### src/design/hsv2rgb_pkg.sv
// shared constants and helpers for the hsv to rgb converter
package hsv2rgb_pkg;

    localparam int unsigned PIPE_DEPTH = 4;

    typedef logic [2:0] t_sext;
    typedef logic [7:0] t_chan;

    localparam t_sext SEXT_LAST = 3'd5;
    localparam t_chan CHAN_MAX  = 8'hff;

    // hue sextants 6 and 7 fold onto the last one
    function automatic t_sext clamp_sext(input t_sext sext);
        t_sext res;
        res = (sext > SEXT_LAST) ? SEXT_LAST : sext;
        return res;
    endfunction

    // correction step: w + (w >> 8) kept to 16 bits, then the high byte
    function automatic t_chan corr_hi(input logic [15:0] w);
        logic [16:0] sum;
        sum = {1'b0, w} + {9'd0, w[15:8]};
        return sum[15:8];
    endfunction

endpackage

### src/design/hsv_to_rgb_8bit_unit.sv
// hsv to rgb pixel converter, four register stages, one request per clock
// an accepted request passes through r_vld1 to r_vld4 in turn and shows on o_valid from r_vld4
// throughput: one request every clock, the receiver cannot stall so busy stays low in operation
// stage one registers the request, stage two the two products, stage three the corrections,
// stage four the slope multiply and routing; reset: synchronous active low i_rst_n clears the
// valid pipeline; busy is high until the first clock after reset is released
module hsv_to_rgb_8bit_unit (
    input  logic        i_clk,
    input  logic        i_rst_n,
    input  logic        start,
    output logic        busy,
    input  logic [10:0] i_hue,
    input  logic [7:0]  i_saturation,
    input  logic [7:0]  i_brightness,
    output logic        o_valid,
    output logic [7:0]  o_red,
    output logic [7:0]  o_green,
    output logic [7:0]  o_blue
);

    logic w_accept;
    logic r_ready;

    // stage 1: captured request
    logic                 r_vld1;
    hsv2rgb_pkg::t_sext   r_sext1;
    logic [7:0]           r_f1;
    logic [7:0]           r_s1;
    logic [7:0]           r_v1;

    // stage 2: raw products
    logic                 r_vld2;
    hsv2rgb_pkg::t_sext   r_sext2;
    logic                 r_grey2;
    logic [7:0]           r_v2;
    logic [15:0]          r_wb2;
    logic [15:0]          r_ws2;
    logic [15:0]          n_wb2;
    logic [15:0]          n_ws2;
    logic [8:0]           w_rise;

    // stage 3: bottom level and slope factor
    logic                 r_vld3;
    hsv2rgb_pkg::t_sext   r_sext3;
    logic                 r_grey3;
    logic [7:0]           r_v3;
    logic [7:0]           r_bot3;
    logic [7:0]           r_k3;

    // stage 4: channel outputs
    logic                 r_vld4;
    logic [7:0]           r_red4;
    logic [7:0]           r_grn4;
    logic [7:0]           r_blu4;
    logic [15:0]          w_slope_w;
    logic [7:0]           w_slope;
    logic [7:0]           n_red4;
    logic [7:0]           n_grn4;
    logic [7:0]           n_blu4;

    function automatic logic is_odd_sext(input hsv2rgb_pkg::t_sext sext);
        return sext[0];
    endfunction

    assign busy     = ~r_ready;
    assign w_accept = start & ~busy;

    always_ff @(posedge i_clk) begin
        if (!i_rst_n) begin
            r_ready <= 1'b0;
            r_vld1  <= 1'b0;
            r_vld2  <= 1'b0;
            r_vld3  <= 1'b0;
            r_vld4  <= 1'b0;
        end else begin
            r_ready <= 1'b1;
            r_vld1  <= w_accept;
            r_vld2  <= r_vld1;
            r_vld3  <= r_vld2;
            r_vld4  <= r_vld3;
        end
    end

    // stage 1
    always_ff @(posedge i_clk) begin
        r_sext1 <= hsv2rgb_pkg::clamp_sext(i_hue[10:8]);
        r_f1    <= i_hue[7:0];
        r_s1    <= i_saturation;
        r_v1    <= i_brightness;
    end

    // stage 2: 256 - f also covers f == 0, giving s * 256
    always_comb begin
        w_rise = 9'd256 - {1'b0, r_f1};
        n_wb2  = 16'(r_v1 * (hsv2rgb_pkg::CHAN_MAX - r_s1)) + 16'd1;
        if (is_odd_sext(r_sext1)) begin
            n_ws2 = 16'(r_s1 * r_f1);
        end else begin
            n_ws2 = 16'(r_s1 * w_rise);
        end
    end

    always_ff @(posedge i_clk) begin
        r_sext2 <= r_sext1;
        r_grey2 <= (r_s1 == 8'd0);
        r_v2    <= r_v1;
        r_wb2   <= n_wb2;
        r_ws2   <= n_ws2;
    end

    // stage 3
    always_ff @(posedge i_clk) begin
        r_sext3 <= r_sext2;
        r_grey3 <= r_grey2;
        r_v3    <= r_v2;
        r_bot3  <= hsv2rgb_pkg::corr_hi(r_wb2);
        r_k3    <= hsv2rgb_pkg::CHAN_MAX - hsv2rgb_pkg::corr_hi(r_ws2);
    end

    // stage 4: slope level with rounding, then channel routing
    always_comb begin
        w_slope_w = 16'(r_v3 * r_k3) + {9'd0, r_v3[7:1]};
        w_slope   = w_slope_w[15:8];
        n_red4    = r_v3;
        n_grn4    = r_v3;
        n_blu4    = r_v3;
        if (!r_grey3) begin
            case (r_sext3)
                3'd0: begin
                    n_red4 = r_v3;    n_grn4 = w_slope; n_blu4 = r_bot3;
                end
                3'd1: begin
                    n_red4 = w_slope; n_grn4 = r_v3;    n_blu4 = r_bot3;
                end
                3'd2: begin
                    n_red4 = r_bot3;  n_grn4 = r_v3;    n_blu4 = w_slope;
                end
                3'd3: begin
                    n_red4 = r_bot3;  n_grn4 = w_slope; n_blu4 = r_v3;
                end
                3'd4: begin
                    n_red4 = w_slope; n_grn4 = r_bot3;  n_blu4 = r_v3;
                end
                default: begin
                    n_red4 = r_v3;    n_grn4 = r_bot3;  n_blu4 = w_slope;
                end
            endcase
        end
    end

    always_ff @(posedge i_clk) begin
        r_red4 <= n_red4;
        r_grn4 <= n_grn4;
        r_blu4 <= n_blu4;
    end

    assign o_valid = r_vld4;
    assign o_red   = r_red4;
    assign o_green = r_grn4;
    assign o_blue  = r_blu4;

    a_latency: assert property (@(posedge i_clk) disable iff (!i_rst_n)
        w_accept |-> ##4 o_valid)
        else $error("request did not reach the output after four cycles");

    a_no_extra: assert property (@(posedge i_clk) disable iff (!i_rst_n)
        !w_accept |-> ##4 !o_valid)
        else $error("output strobe without a matching request");

    a_grey: assert property (@(posedge i_clk) disable iff (!i_rst_n)
        (w_accept && i_saturation == 8'd0) |-> ##4
        (o_red == $past(i_brightness, 4) && o_green == $past(i_brightness, 4)
         && o_blue == $past(i_brightness, 4)))
        else $error("grey pixel channels differ from brightness");

    a_top: assert property (@(posedge i_clk) disable iff (!i_rst_n)
        w_accept |-> ##4
        (o_red == $past(i_brightness, 4) || o_green == $past(i_brightness, 4)
         || o_blue == $past(i_brightness, 4)))
        else $error("no channel carries the brightness");

endmodule
### config.mk
export PLATFORM = sky130hd
export DESIGN_NAME = hsv_to_rgb_8bit_unit
export DESIGN_NICKNAME = d
export VERILOG_FILES = /design/src/design/hsv2rgb_pkg.sv /design/src/design/hsv_to_rgb_8bit_unit.sv
export SDC_FILE = /design/constraint.sdc
export NUM_CORES = 1
export LEC_CHECK = 0
export BUFFER_PORTS_ARGS = -buffer_cell sky130_fd_sc_hd__buf_2
export CAP_MARGIN = 30
export CORE_MARGIN = 2
export CORE_UTILIZATION = 25
export DETAILED_ROUTE_END_ITERATION = 8
export SLEW_MARGIN = 5
export SYNTH_ARGS = -nofsm -noshare
export SYNTH_HDL_FRONTEND = slang
export SYNTH_SLANG_ARGS = --single-unit
### constraint.sdc
create_clock -name i_clk -period 8.2 [get_ports i_clk]
set_input_delay 0.41 -clock i_clk [delete_from_list [all_inputs] [get_ports i_clk]]
set_output_delay 0.41 -clock i_clk [all_outputs]
set_load 0.01 [all_outputs]
Word level (Yosys, flattened, before mapping)
Index checks and enable logic that the tools add are counted.
{"block": "classes", "n_eq_ne": 4, "n_lt_le_gt_ge": 1, "reduce_logical": 8, "add_sub_neg": 7, "mul": 4, "bitwise_logic": 2, "n_mux": 8}
{"op": "8-bit one-hot mux with 2 select lines", "n": 3}
{"op": "16-bit by 8-bit adder with 16-bit output", "n": 2}
{"op": "8-bit by 8-bit multiplier with 16-bit output", "n": 2}
{"op": "8-bit two-way mux", "n": 3}
{"op": "16-bit by 1-bit adder with 16-bit output, second input constant", "n": 1}
{"op": "16-bit by 7-bit adder with 16-bit output", "n": 1}
{"op": "8-bit by 9-bit multiplier with 16-bit output", "n": 1}
{"op": "9-bit by 9-bit multiplier with 16-bit output", "n": 1}
{"op": "16-bit two-way mux", "n": 1}
{"op": "2-bit OR reduction", "n": 6}
{"op": "8-bit by 8-bit subtractor with 9-bit output, first input constant", "n": 1}
{"op": "9-bit by 8-bit subtractor with 9-bit output, first input constant", "n": 1}
{"op": "8-bit logical NOT", "n": 1}
{"op": "8-bit subtractor, first input constant", "n": 1}
{"op": "3-bit by 2-bit equality test with 1-bit output, second input constant", "n": 2}
{"op": "3-bit by 1-bit equality test with 1-bit output, second input constant", "n": 1}
{"op": "3-bit equality test, second input constant", "n": 1}
{"op": "3-bit greater-than comparator, second input constant", "n": 1}
{"op": "3-bit logical NOT", "n": 1}
{"op": "1-bit AND", "n": 1}
{"op": "1-bit two-way mux", "n": 1}
{"op": "1-bit NOT", "n": 1}
{"block": "word_totals", "register_bits": 128, "elab_cells": 56, "out_inout_bits": 26}

Depth between registers and ports, before layout
Gate-level depths: netlist of run 1.
{"block": "depth", "ltp_word": 4, "depth_mapped": 21, "mapped_depth_nobuf": 20}

Least setup slack after synthesis of run 1
Ideal clock, no wire load.
{"block": "synth_timing", "path_kind": "flip-flop to flip-flop", "startpoint": "register r_f1[1]", "endpoint": "register r_ws2[15]", "period_less_slack_ns": 5.166, "arrival_time_ns": 5.042, "n_path_buf": 1, "slack_ns": 3.034, "t_required_ns": 8.076, "setup_time_ns": 0.124, "path_stages_with_launch": 22, "cell_sequence": "dfxtp_1 -> clkbuf_1 -> inv_1 -> ha_1 -> or3b_1 -> xor2_1 -> nand2_1 -> fa_1 -> fa_1 -> inv_1 -> fa_1 -> inv_1 -> fa_1 -> inv_1 -> ha_1 -> o21a_1 -> o31a_1 -> or2_1 -> a31o_2 -> a221oi_4 -> o211a_1 -> a211oi_2"}
{"block": "synth_between", "elab_chain_len": 3}
{"element": "start, declared", "line_no": "hsv_to_rgb_8bit_unit.sv:27", "text": "logic [7:0] r_f1;"}
{"element": "start signal, assigned", "line_no": "hsv_to_rgb_8bit_unit.sv:87", "text": "r_f1 <= i_hue[7:0];"}
{"element": "9-bit by 8-bit subtractor with 9-bit output", "line_no": "hsv_to_rgb_8bit_unit.sv:94", "text": "w_rise = 9'd256 - {1'b0, r_f1};"}
{"element": "8-bit by 9-bit multiplier with 16-bit output", "line_no": "hsv_to_rgb_8bit_unit.sv:99", "text": "n_ws2 = 16'(r_s1 * w_rise);"}
{"element": "16-bit two-way mux (*)", "line_no": "hsv_to_rgb_8bit_unit.sv:96", "text": "if (is_odd_sext(r_sext1)) begin"}
{"element": "via n_ws2[15]", "line_no": "hsv_to_rgb_8bit_unit.sv:39", "text": "logic [15:0] n_ws2;"}
{"element": "end signal, assigned", "line_no": "hsv_to_rgb_8bit_unit.sv:108", "text": "r_ws2 <= n_ws2;"}
{"element": "end, declared", "line_no": "hsv_to_rgb_8bit_unit.sv:37", "text": "logic [15:0] r_ws2;"}
The timed path passes the listed nets; every way through them passes the cells marked *.
A chain may end at the register's enable or synchronous reset.

Worst setup path after layout of run 1
{"block": "layout_timing", "startpoint": "register r_f1[1]", "endpoint": "register r_ws2[13]"}
The elaborated chain is that of the path after synthesis.

==> implementation parameters, run 1 <==
Parameter                              Value

Outcome
  Outcome    completed

Synth
  Number of warnings reported in the yosys synthesis log    0
  Proportion of register bits with asynchronous set or reset after synthesis    0%
  Number of flip-flops and latches in the synthesized netlist    128
  Syn Nets    1668
  Sequential element share of the synthesized area    20.4%
  Avg Inst Size Synth    9.47 um^2
  Cell area after technology mapping    12500 um^2
  Synthesized netlist cell count    1323
  Distinct cell type count after synthesis    63
  Number of synthesized flops with an enable pin    0
  Top_reg_cell synth    sky130_fd_sc_hd__dfxtp_1

CTS
  Sink count of the clock tree    128
  Maximum level of the CTS H-tree    4
  Cts repair resizes    0
  Library cell used as clock root buffer    sky130_fd_sc_hd__clkbuf_16
  CTS clock-pin slew for the worst setup and hold paths    0.06 ns
  Buffers from clock root to sink, at most    2
  Post-CTS Setup Repair Bufs    0
  Cts bufs inserted    17
  Insertion delay of the later-clocked pin in the worst-skew pair    0.45 ns
  TritonCTS clock tree    done
  Hold Buf Count CTS    0

Pwr
  Total power density per cell area    422 nW/um^2
  Max VDD drop    0.000479 V
  Pleak    6.91 nW

Worst setup path
  Required time of the critical path    8.50 ns
  Endpoint type of the worst setup path    register
  Critical path startpoint category    register
  Arrival time at the worst endpoint    5.91 ns
  Classification of the worst setup path    reg -> reg
  Critical Path Fanout Max    10

Run
  Max-Cap Viols    0

GRT
  Global-route wire length before repair    48.8 mm
  Maximum number of pins on one net before global-route repair    26
  Global-route congestion overflow total    0
  Vias in the first global route    9677
  Total routing resource utilization after global routing    11.7%
  Antenna violations before repair    1

Drt
  Sum of routed wire segments on met1    13.3 mm
  Via Count    9000
  Number of search-and-repair iterations in the first detailed-routing pass    5
  Count of routing violations after the opening detailed-route iteration    558
  Routed wire length per instance    14.1 um
  Length of routed met2 wiring    13.6 mm
  DRC violation count after routing    0
  Routed Wire Length    28.9 mm
  Met3 WL post-DR    1.32 mm
  Residual antenna-violating net count after detailed routing    0
  Average via count per standard cell    4.38
  Top sig layer    met4

Timing
  Max transition margin    54.3%
  Number of max-slew violations in the final report    0
  Post-Route Setup TNS    0 ns
  Final worst path period need    5.61 ns
  Number of failing hold endpoints at the final stage    0
  Final setup violation count    0
  Unrepaired setup endpoints after global routing    false
  Worst-margin pin slew    0.679 ns
  Max Freq    178 MHz
  Ratio of final minimum period to clock period    68.4%
  Least setup slack across all paths after layout    2.59 ns
  Worst setup skew after layout    0.0142 ns

Cells and area
  Final antenna diode count    0
  Number of nets in the finished design    1713
  Ratio of cells with drive above 1 in the final layout    8.11%
  Area growth from synthesis to layout    13.0%

Floorplan
  Core outline area    49900 um^2
  Effective utilization at floorplan    25.1%
  Boundary Pins    56
  Number of core rows    82
  Die Wd    228 um
  DIE AREA    51900 um^2
  Vertical die dimension    228 um

Placement
  DP HPWL    23.1 mm
  Post-Place Worst Slack    2.58 ns
  Port Buf Inserts    55
  GPL Wtd Cong    0.877

Worst hold path
  Path class of the lowest-slack min-delay path    in -> reg
## metal layers
layer | global-route usage [%] | vias to the layer above
li1 | - | 4327
met1 | 15.1 | 4409
met2 | 19.7 | 215
met3 | 2.18 | 49
met4 | 3.62 | 0
met5 | 0 | -
## synth_stat cells, types with 3 or more instances
master,count,area (um^2)
sky130_fd_sc_hd__inv_1,218,818
sky130_fd_sc_hd__ha_1,160,2000
sky130_fd_sc_hd__fa_1,155,3100
sky130_fd_sc_hd__and2_1,128,801
sky130_fd_sc_hd__dfxtp_1,128,2560
sky130_fd_sc_hd__nand2_1,96,360
sky130_fd_sc_hd__a21oi_1,49,245
sky130_fd_sc_hd__nor2b_1,43,269
sky130_fd_sc_hd__clkbuf_1,38,143
sky130_fd_sc_hd__nand2b_1,37,231
sky130_fd_sc_hd__xnor2_1,35,307
sky130_fd_sc_hd__nor2_1,33,124
sky130_fd_sc_hd__xor2_1,27,236
sky130_fd_sc_hd__o21ai_0,26,130
sky130_fd_sc_hd__a21o_1,19,143
sky130_fd_sc_hd__o22ai_1,13,81.3
sky130_fd_sc_hd__a22oi_1,11,82.6
sky130_fd_sc_hd__nand3_1,9,45.0
sky130_fd_sc_hd__mux2i_1,8,80.1
sky130_fd_sc_hd__nor3_1,7,35.0
sky130_fd_sc_hd__o21a_1,6,45.0
sky130_fd_sc_hd__nand4_1,5,31.3
sky130_fd_sc_hd__o22a_1,5,43.8
sky130_fd_sc_hd__a211oi_1,4,30.0
sky130_fd_sc_hd__a221o_1,4,40.0
sky130_fd_sc_hd__a31oi_1,4,25.0
sky130_fd_sc_hd__and3_1,4,25.0
sky130_fd_sc_hd__o21bai_1,4,30.0
sky130_fd_sc_hd__a31o_2,3,26.3
sky130_fd_sc_hd__mux2_2,3,33.8
## kinds of logic after synthesis
group	Yosys count	share of synthesized area, %
fa+ha+maj	315	40.7
buf+inv	256	7.67
xor+xnor	62	4.33
mux	11	0.909
simple gates	374	16.2
flops	128	20.4
compound gates	177	9.73
## report_power, final
| group | switching (W) | internal, W | leakage, nW | total, W |
|---|---|---|---|---|
| combinational | 0.00246 | 0.00175 | 5.55 | 0.00421 |
| sequential | 0.000175 | 0.000833 | 1.08 | 0.00101 |
| clock | 0.000326 | 0.000435 | 0.282 | 0.000760 |
| total | 0.00296 | 0.00302 | 6.91 | 0.00598 |
## worst max-delay path, stage by stage, from the launching register on
cell	delay (ns)
sky130_fd_sc_hd__dfxtp_1	0.40
sky130_fd_sc_hd__inv_1	0.09
sky130_fd_sc_hd__ha_1	0.17
sky130_fd_sc_hd__or3b_1	0.44
sky130_fd_sc_hd__xor2_1	0.47
sky130_fd_sc_hd__nand2_1	0.17
sky130_fd_sc_hd__fa_1	0.52
sky130_fd_sc_hd__fa_1	0.54
sky130_fd_sc_hd__inv_1	0.05
sky130_fd_sc_hd__fa_1	0.47
sky130_fd_sc_hd__inv_1	0.05
sky130_fd_sc_hd__fa_1	0.47
sky130_fd_sc_hd__inv_1	0.04
sky130_fd_sc_hd__ha_1	0.31
sky130_fd_sc_hd__o21a_1	0.13
sky130_fd_sc_hd__o31a_1	0.12
sky130_fd_sc_hd__or2_1	0.23
sky130_fd_sc_hd__a31o_2	0.28
sky130_fd_sc_hd__a221oi_4	0.28
sky130_fd_sc_hd__xor2_1	0.18
sky130_fd_sc_hd__mux2i_1	0.09
## stage by stage
| step | utilization, % | total power [W] | hold WS (ns) | area [um^2] | std cells |
|---|---|---|---|---|---|
| floorplan | - | 0.00410 | 0.310 | 12500 | 1323 |
| global placement | 27.2 | 0.00510 | 0.311 | 13600 | 2021 |
| detailed placement | 27.2 | 0.00519 | 0.313 | 13600 | 2021 |
| CTS | 28.4 | 0.00600 | 0.0391 | 14200 | 2053 |
| global route | 28.4 | 0.00664 | 0.0454 | 14200 | 2053 |
| finish | 28.4 | 0.00598 | 0.0627 | 14200 | 2053 |
## cells in the final DEF (no fill, tap or decap), types with 26 or more instances in the layout
| cell type | instances |
|---|---|
| sky130_fd_sc_hd__ha_1 | 160 |
| sky130_fd_sc_hd__o21ai_0 | 26 |
| sky130_fd_sc_hd__nand2_1 | 96 |
| sky130_fd_sc_hd__xor2_1 | 27 |
| sky130_fd_sc_hd__and2_1 | 128 |
| sky130_fd_sc_hd__nor2b_1 | 43 |
| sky130_fd_sc_hd__nor2_1 | 33 |
| sky130_fd_sc_hd__nand2b_1 | 37 |
| sky130_fd_sc_hd__buf_2 | 55 |
| sky130_fd_sc_hd__a21oi_1 | 49 |
| sky130_fd_sc_hd__inv_1 | 218 |
| sky130_fd_sc_hd__fa_1 | 155 |
| sky130_fd_sc_hd__dfxtp_1 | 128 |
| sky130_fd_sc_hd__xnor2_1 | 35 |
## path summary, 6_finish.rpt
path                                 startpoint        end  slack (ns)  cells after the start
worst min register to register          r_v2[0]    r_v3[0]        0.32                      0
worst max register to register          r_f1[1]  r_ws2[13]        2.59                     20
worst max-delay path                    r_f1[1]  r_ws2[13]        2.59                     20
worst min-delay path            i_saturation[3]    r_s1[3]        0.06                      1
## registers in the layout, indices dropped and copies added (netlist names)
| signal | flops |
|---|---|
| o_valid | 1 |
| r_sext2 | 3 |
| r_vld3 | 1 |
| r_sext1 | 3 |
| r_v3 | 8 |
| o_blue | 8 |
| r_ready | 1 |
| r_sext3 | 3 |
| r_bot3 | 8 |
| r_v2 | 8 |
| r_s1 | 8 |
| r_k3 | 8 |
| r_grey2 | 1 |
| o_green | 8 |
| r_v1 | 8 |
| r_f1 | 8 |
| r_vld1 | 1 |
| r_wb2 | 16 |
| r_ws2 | 16 |
| r_vld2 | 1 |
| o_red | 8 |
| r_grey3 | 1 |
## area by class of cell
type,instances,area (um^2)
fillers,5286,35700
multi-input cells,939,9010
flip-flops and latches,128,2560
well taps,672,841
inverters,218,818
clock buffers,18,439
repair buffers,64,343
clock inverters,14,146
(Power assumes the default switching activity.)
==> run 2: changes to the inputs <==
==> constraint.sdc (replaced) <==
create_clock -name i_clk -period 5.4 [get_ports i_clk]
set_input_delay 0.27 -clock i_clk [delete_from_list [all_inputs] [get_ports i_clk]]
set_output_delay 0.27 -clock i_clk [all_outputs]
set_load 0.01 [all_outputs]
==> run 2 against run 1 <==
Compared with the run above:
- routed wire length increased by 2.4%
- sequential share of layout area shrank 0.57 points
- core utilization rose by 0.93 points
- register-to-register slack worse by 2.3 ns
- cell count grew 2.2%
- count of clock-buffer cells in the layout stayed put
- global-route usage grew 0.15 points
- hold slack got worse by 0.017 ns
- clock skew fell by 0.0034 ns
- critical path depth unchanged
- power up 50%
- worst setup slack worse by 2.3 ns
- largest cell class unchanged
- highest routed layer unchanged
==> implementation parameters, run 2 (synthesized netlist as in run 1, its figures left out) <==
Parameter                              Value

Drt
  Via Count    9226
  Residual antenna-violating net count after detailed routing    0
  Routed Wire Length    29.5 mm
  DRC violation count after routing    0
  Average via count per standard cell    4.40
  Count of routing violations after the opening detailed-route iteration    710
  Number of search-and-repair iterations in the first detailed-routing pass    5
  Routed wire length per instance    14.1 um

Floorplan
  Core outline area    49900 um^2
  Boundary Pins    56
  DIE AREA    51900 um^2
  Effective utilization at floorplan    25.1%
  Vertical die dimension    228 um
  Die Wd    228 um
  Number of core rows    82

Placement
  Post-Place Worst Slack    0.160 ns
  Port Buf Inserts    55
  GPL Wtd Cong    0.876
  DP HPWL    23.8 mm

GRT
  Global-route wire length before repair    49.6 mm
  Maximum number of pins on one net before global-route repair    23
  Global-route congestion overflow total    0
  Vias in the first global route    9672
  Antenna violations before repair    1
  Total routing resource utilization after global routing    11.8%

Pwr
  Max VDD drop    0.000610 V
  Pleak    7.11 nW
  Total power density per cell area    613 nW/um^2
  Final Power    0.00897 W

Worst setup path
  Startpoint of the worst register-to-register path    r_f1[0]
  Slack of the worst reg-to-reg path    0.26 ns
  Cell family with the largest share of critical-path delay    adder cells
  Classification of the worst setup path    reg -> reg
  Cells along the critical path    inv_1 > ha_2 > or3b_4 > xor2_2 > nand2_1 > fa_1 > fa_1 > inv_1 > fa_1 > inv_1 > fa_1 > inv_1 > ha_4 > o21a_1 > o31a_1 > or2_1 > a31o_2 > a221oi_4 > o21ai_1 > a211oi_2
  Slowest stage cell on the critical path    sky130_fd_sc_hd__fa_1
  Total buffers and inverters traversed by the critical path    4
  Endpoint type of the worst setup path    register
  CP peak stage delay    0.56 ns
  Critical path startpoint category    register
  Setup crit start    r_f1[0]
  Critical Path Fanout Max    4
  Arrival time at the worst endpoint    5.50 ns
  Required time of the critical path    5.75 ns

Timing
  Post-Route Setup TNS    0 ns
  Unrepaired setup endpoints after global routing    false
  Number of failing hold endpoints at the final stage    0
  Final worst path period need    5.14 ns
  Worst-margin pin slew    0.695 ns
  Max transition margin    53.3%
  Max Freq    195 MHz
  Least setup slack across all paths after layout    0.259 ns
  Ratio of final minimum period to clock period    95.2%
  Final setup violation count    0
  Number of max-slew violations in the final report    0
  Worst setup skew after layout    0.0108 ns

Cells and area
  Final cell utilization of the core    29.3%
  Number of nets in the finished design    1758
  Area growth from synthesis to layout    16.7%
  Ratio of cells with drive above 1 in the final layout    9.89%
  Area taken by flip-flops and latches    2560 um^2
  Most common library cell in the layout ignoring fill and taps    sky130_fd_sc_hd__inv_1
  Regs by FF count    r_wb2: 16 flops, r_ws2: 16 flops
  Multi-input logic area    9090 um^2
  Leading cell types in the layout, fill and taps excluded    sky130_fd_sc_hd__inv_1, sky130_fd_sc_hd__ha_1, sky130_fd_sc_hd__fa_1
  Number of fillers in the final layout    5261

Run
  Max-Cap Viols    0

CTS
  Maximum level of the CTS H-tree    4
  Library cell used as clock root buffer    sky130_fd_sc_hd__clkbuf_16
  Cts bufs inserted    17
  Insertion delay of the later-clocked pin in the worst-skew pair    0.44 ns
  TritonCTS clock tree    done
  Buffers from clock root to sink, at most    2
  Sink count of the clock tree    128
  CTS clock-pin slew for the worst setup and hold paths    0.06 ns

Worst hold path
  Launch instance of the worst min-delay path    i_hue[9]
  Path class of the lowest-slack min-delay path    in -> reg

Outcome
  Outcome    completed
## run 2: layout make-up
cell class	instances	area share [%]
multi-input cells	939	62.2
flip-flops and latches	128	17.5
well taps	672	5.75
inverters	218	5.60
repair buffers	109	5.10
clock buffers	18	3.00
clock inverters	14	0.839
diodes	1	0.0171
## run 2: timing repair
item / in CTS / in global routing
buffers inserted: 0 / 3
endpoints found under the hold margin: 27 / 0
resized for setup: 0 / 12
hold buffers: 26 / 0
setup endpoints to repair: 0 / 6
## run 2: per-layer routing
| layer | GRT usage, % | part of all wire, % | vias to the layer above | wire (um) |
|---|---|---|---|---|
| li1 | - | - | 4411 | - |
| met2 | 19.2 | 46 | 229 | 13500 |
| met4 | 3.76 | 2.7 | 0 | 796 |
| met5 | 0 | 0 | - | 0 |
| met3 | 2.11 | 4.3 | 53 | 1280 |
| met1 | 15.9 | 47 | 4533 | 13900 |
## run 2: final timing paths
| kind | to | cells past startpoint |
|---|---|---|
| worst max-delay path | r_ws2[15] | 20 |
| worst min-delay path | r_sext1[0] | 2 |
| worst max register to register | r_ws2[15] | 20 |
| worst min register to register | r_v3[0] | 0 |
## run 2: metrics by stage
stage | instances | hold WS, ns | cell area [um^2]
global placement | 2037 | 0.310 | 13700
finish | 2099 | 0.0461 | 14600
global route | 2098 | 0.0332 | 14600
CTS | 2095 | 0.0193 | 14500
floorplan | 1323 | 0.298 | 12500
detailed placement | 2037 | 0.312 | 13700
## run 2: power by group
group	switching, W	internal [W]
combinational	0.00365	0.00268
clock	0.000484	0.000612
sequential	0.000278	0.00126
total	0.00441	0.00455
==> run 3: changes to the inputs <==
--- a/config.mk
+++ b/config.mk
@@ -9,7 +9,10 @@
 export CAP_MARGIN = 30
 export CORE_MARGIN = 2
 export CORE_UTILIZATION = 25
+export CTS_BUF_LIST = sky130_fd_sc_hd__clkbuf_4
 export DETAILED_ROUTE_END_ITERATION = 8
+export SKIP_CTS_REPAIR_TIMING = 1
+export SKIP_LAST_GASP = 1
 export SLEW_MARGIN = 5
 export SYNTH_ARGS = -nofsm -noshare
 export SYNTH_HDL_FRONTEND = slang
==> run 3 against run 2 <==
Compared with the run above:
- flip-flop and latch count is the same
- routed wire length is essentially flat
- clock skew grew 0.014 ns
==> implementation parameters, run 3 (synthesized netlist as in run 1, its figures left out) <==
Parameter                              Value

Worst setup path
  Total buffers and inverters traversed by the critical path    4
  R2r endpoint    r_ws2[15]
  Cell family with the largest share of critical-path delay    adder cells
  Cells along the critical path    inv_1 > ha_2 > or3b_4 > xor2_2 > nand2_1 > fa_1 > fa_1 > inv_1 > fa_1 > inv_1 > fa_1 > inv_1 > ha_4 > o21a_1 > o31a_1 > or2_1 > a31o_2 > a221oi_4 > o21ai_1 > a211oi_2
  R2R cell count    20
  Critical path startpoint category    register
  Classification of the worst setup path    reg -> reg
  Arrival time at the worst endpoint    5.66 ns
  Slack of the worst reg-to-reg path    0.27 ns
  Critical Path Fanout Max    4
  Slowest stage cell on the critical path    sky130_fd_sc_hd__fa_1
  Required time of the critical path    5.93 ns
  CP peak stage delay    0.56 ns
  Startpoint of the worst register-to-register path    r_f1[0]
  Endpoint type of the worst setup path    register

Timing
  Final worst path period need    5.13 ns
  Worst-margin pin slew    0.694 ns
  Number of failing hold endpoints at the final stage    0
  Max transition margin    53.3%
  Number of max-slew violations in the final report    0
  Max Freq    195 MHz
  Worst setup skew after layout    0.0249 ns
  Ratio of final minimum period to clock period    95.1%
  Final setup violation count    0

Drt
  Number of search-and-repair iterations in the first detailed-routing pass    7
  Routed Wire Length    29.5 mm
  Met3 WL post-DR    1.34 mm
  Residual antenna-violating net count after detailed routing    0
  Count of routing violations after the opening detailed-route iteration    750
  DRC violation count after routing    0
  Top sig layer    met4
  Routed wire length per instance    14.0 um
  Via Count    9210
  Length of routed met2 wiring    13.5 mm
  Average via count per standard cell    4.38
  Sum of routed wire segments on met1    13.9 mm

Floorplan
  Core outline area    49900 um^2
  Die Wd    228 um
  Number of core rows    82
  DIE AREA    51900 um^2
  Boundary Pins    56
  Effective utilization at floorplan    25.1%
  Vertical die dimension    228 um

Placement
  Number of cells after detailed placement    2037
  GPL Wtd Cong    0.876
  Port Buf Inserts    55
  DP HPWL    23.8 mm

Cells and area
  Leading cell types in the layout, fill and taps excluded    sky130_fd_sc_hd__inv_1, sky130_fd_sc_hd__ha_1, sky130_fd_sc_hd__fa_1
  Number of fillers in the final layout    5299
  Number of nets in the finished design    1763
  Regs by FF count    r_wb2: 16 flops, r_ws2: 16 flops
  Most common library cell in the layout ignoring fill and taps    sky130_fd_sc_hd__inv_1
  Ratio of cells with drive above 1 in the final layout    9.92%
  Final standard cell count with taps included and fillers excluded    2103
  Final antenna diode count    0
  Area growth from synthesis to layout    14.6%

Worst hold path
  Path class of the lowest-slack min-delay path    in -> reg
  Hold Path Stages    2
  Sink of the worst hold path    r_v1[5]
  Launch instance of the worst min-delay path    i_brightness[5]

GRT
  Global-route congestion overflow total    0
  Vias in the first global route    9597
  Total routing resource utilization after global routing    11.7%
  Maximum number of pins on one net before global-route repair    23
  Global-route wire length before repair    49.2 mm
  Antenna violations before repair    1

CTS
  Library cell used as clock root buffer    sky130_fd_sc_hd__clkbuf_4
  CTS clock-pin slew for the worst setup and hold paths    0.14 ns
  TritonCTS clock tree    done
  Insertion delay of the later-clocked pin in the worst-skew pair    0.60 ns
  Sink count of the clock tree    128
  Cts bufs inserted    17
  Buffers from clock root to sink, at most    2
  Maximum level of the CTS H-tree    4

Pwr
  Total power density per cell area    591 nW/um^2
  Pleak    6.99 nW
  Max VDD drop    0.000605 V
  Final Power    0.00848 W

Run
  Max-Cap Viols    0

Outcome
  Outcome    completed
[run 3: metal layers]
layer	GRT usage (%)	vias up
met5	0	-
met4	3.64	0
met3	2.49	52
met2	18.8	224
met1	15.8	4520
li1	-	4414
[run 3: worst reg2reg max path, cell delays in order (launching register included)]
cell	delay, ns
sky130_fd_sc_hd__dfxtp_1	0.34
sky130_fd_sc_hd__inv_1	0.06
sky130_fd_sc_hd__ha_2	0.20
sky130_fd_sc_hd__or3b_4	0.43
sky130_fd_sc_hd__xor2_2	0.18
sky130_fd_sc_hd__nand2_1	0.09
sky130_fd_sc_hd__fa_1	0.49
sky130_fd_sc_hd__fa_1	0.56
sky130_fd_sc_hd__inv_1	0.05
sky130_fd_sc_hd__fa_1	0.48
sky130_fd_sc_hd__inv_1	0.05
sky130_fd_sc_hd__fa_1	0.47
sky130_fd_sc_hd__inv_1	0.06
sky130_fd_sc_hd__ha_4	0.23
sky130_fd_sc_hd__o21a_1	0.10
sky130_fd_sc_hd__o31a_1	0.11
sky130_fd_sc_hd__or2_1	0.24
sky130_fd_sc_hd__a31o_2	0.28
sky130_fd_sc_hd__a221oi_4	0.30
sky130_fd_sc_hd__o21ai_1	0.12
sky130_fd_sc_hd__a211oi_2	0.22
[run 3: how the worst max path moves through the flow]
stage,startpoint,to,slack [ns],depth (start not counted)
2_1_floorplan,r_f1[1],r_ws2[15],0.23,21
3_3_place_gp,r_f1[0],r_ws2[13],0.25,18
3_5_place_dp,r_f1[0],r_ws2[13],0.16,18
4_1_cts,r_f1[0],r_ws2[13],0.10,18
5_1_grt,r_f1[0],r_ws2[15],-0.03,21
6_report,r_f1[0],r_ws2[15],0.27,20
[run 3: final cells by class]
| class | count | area, um^2 | share of cell area, % |
|---|---|---|---|
| sequential | 128 | 2560 | 17.8 |
| tap | 672 | 841 | 5.86 |
| clock buffer | 17 | 128 | 0.889 |
| clock inverter | 15 | 126 | 0.880 |
| inverter | 218 | 818 | 5.70 |
| timing repair buffer | 114 | 791 | 5.51 |
| multi-input combinational | 939 | 9090 | 63.3 |
[run 3: through the flow]
step,setup TNS (ns),util [%],setup slack (ns),area [um^2],hold WS (ns)
3_3_place_gp,0,27.5,0.248,13700,0.310
6_report,0,28.8,0.265,14400,0.289
3_5_place_dp,0,27.5,0.160,13700,0.312
4_1_cts,0,28.0,0.102,13900,-0.314
5_1_grt,-0.0268,28.8,-0.0268,14400,0.247
2_1_floorplan,0,-,0.234,12500,0.298
[run 3: power by group]
part	internal [W]	switching (W)	total [W]
Combinational	0.00268	0.00364	0.00632
Clock	0.000194	0.000432	0.000626
Sequential	0.00126	0.000276	0.00154
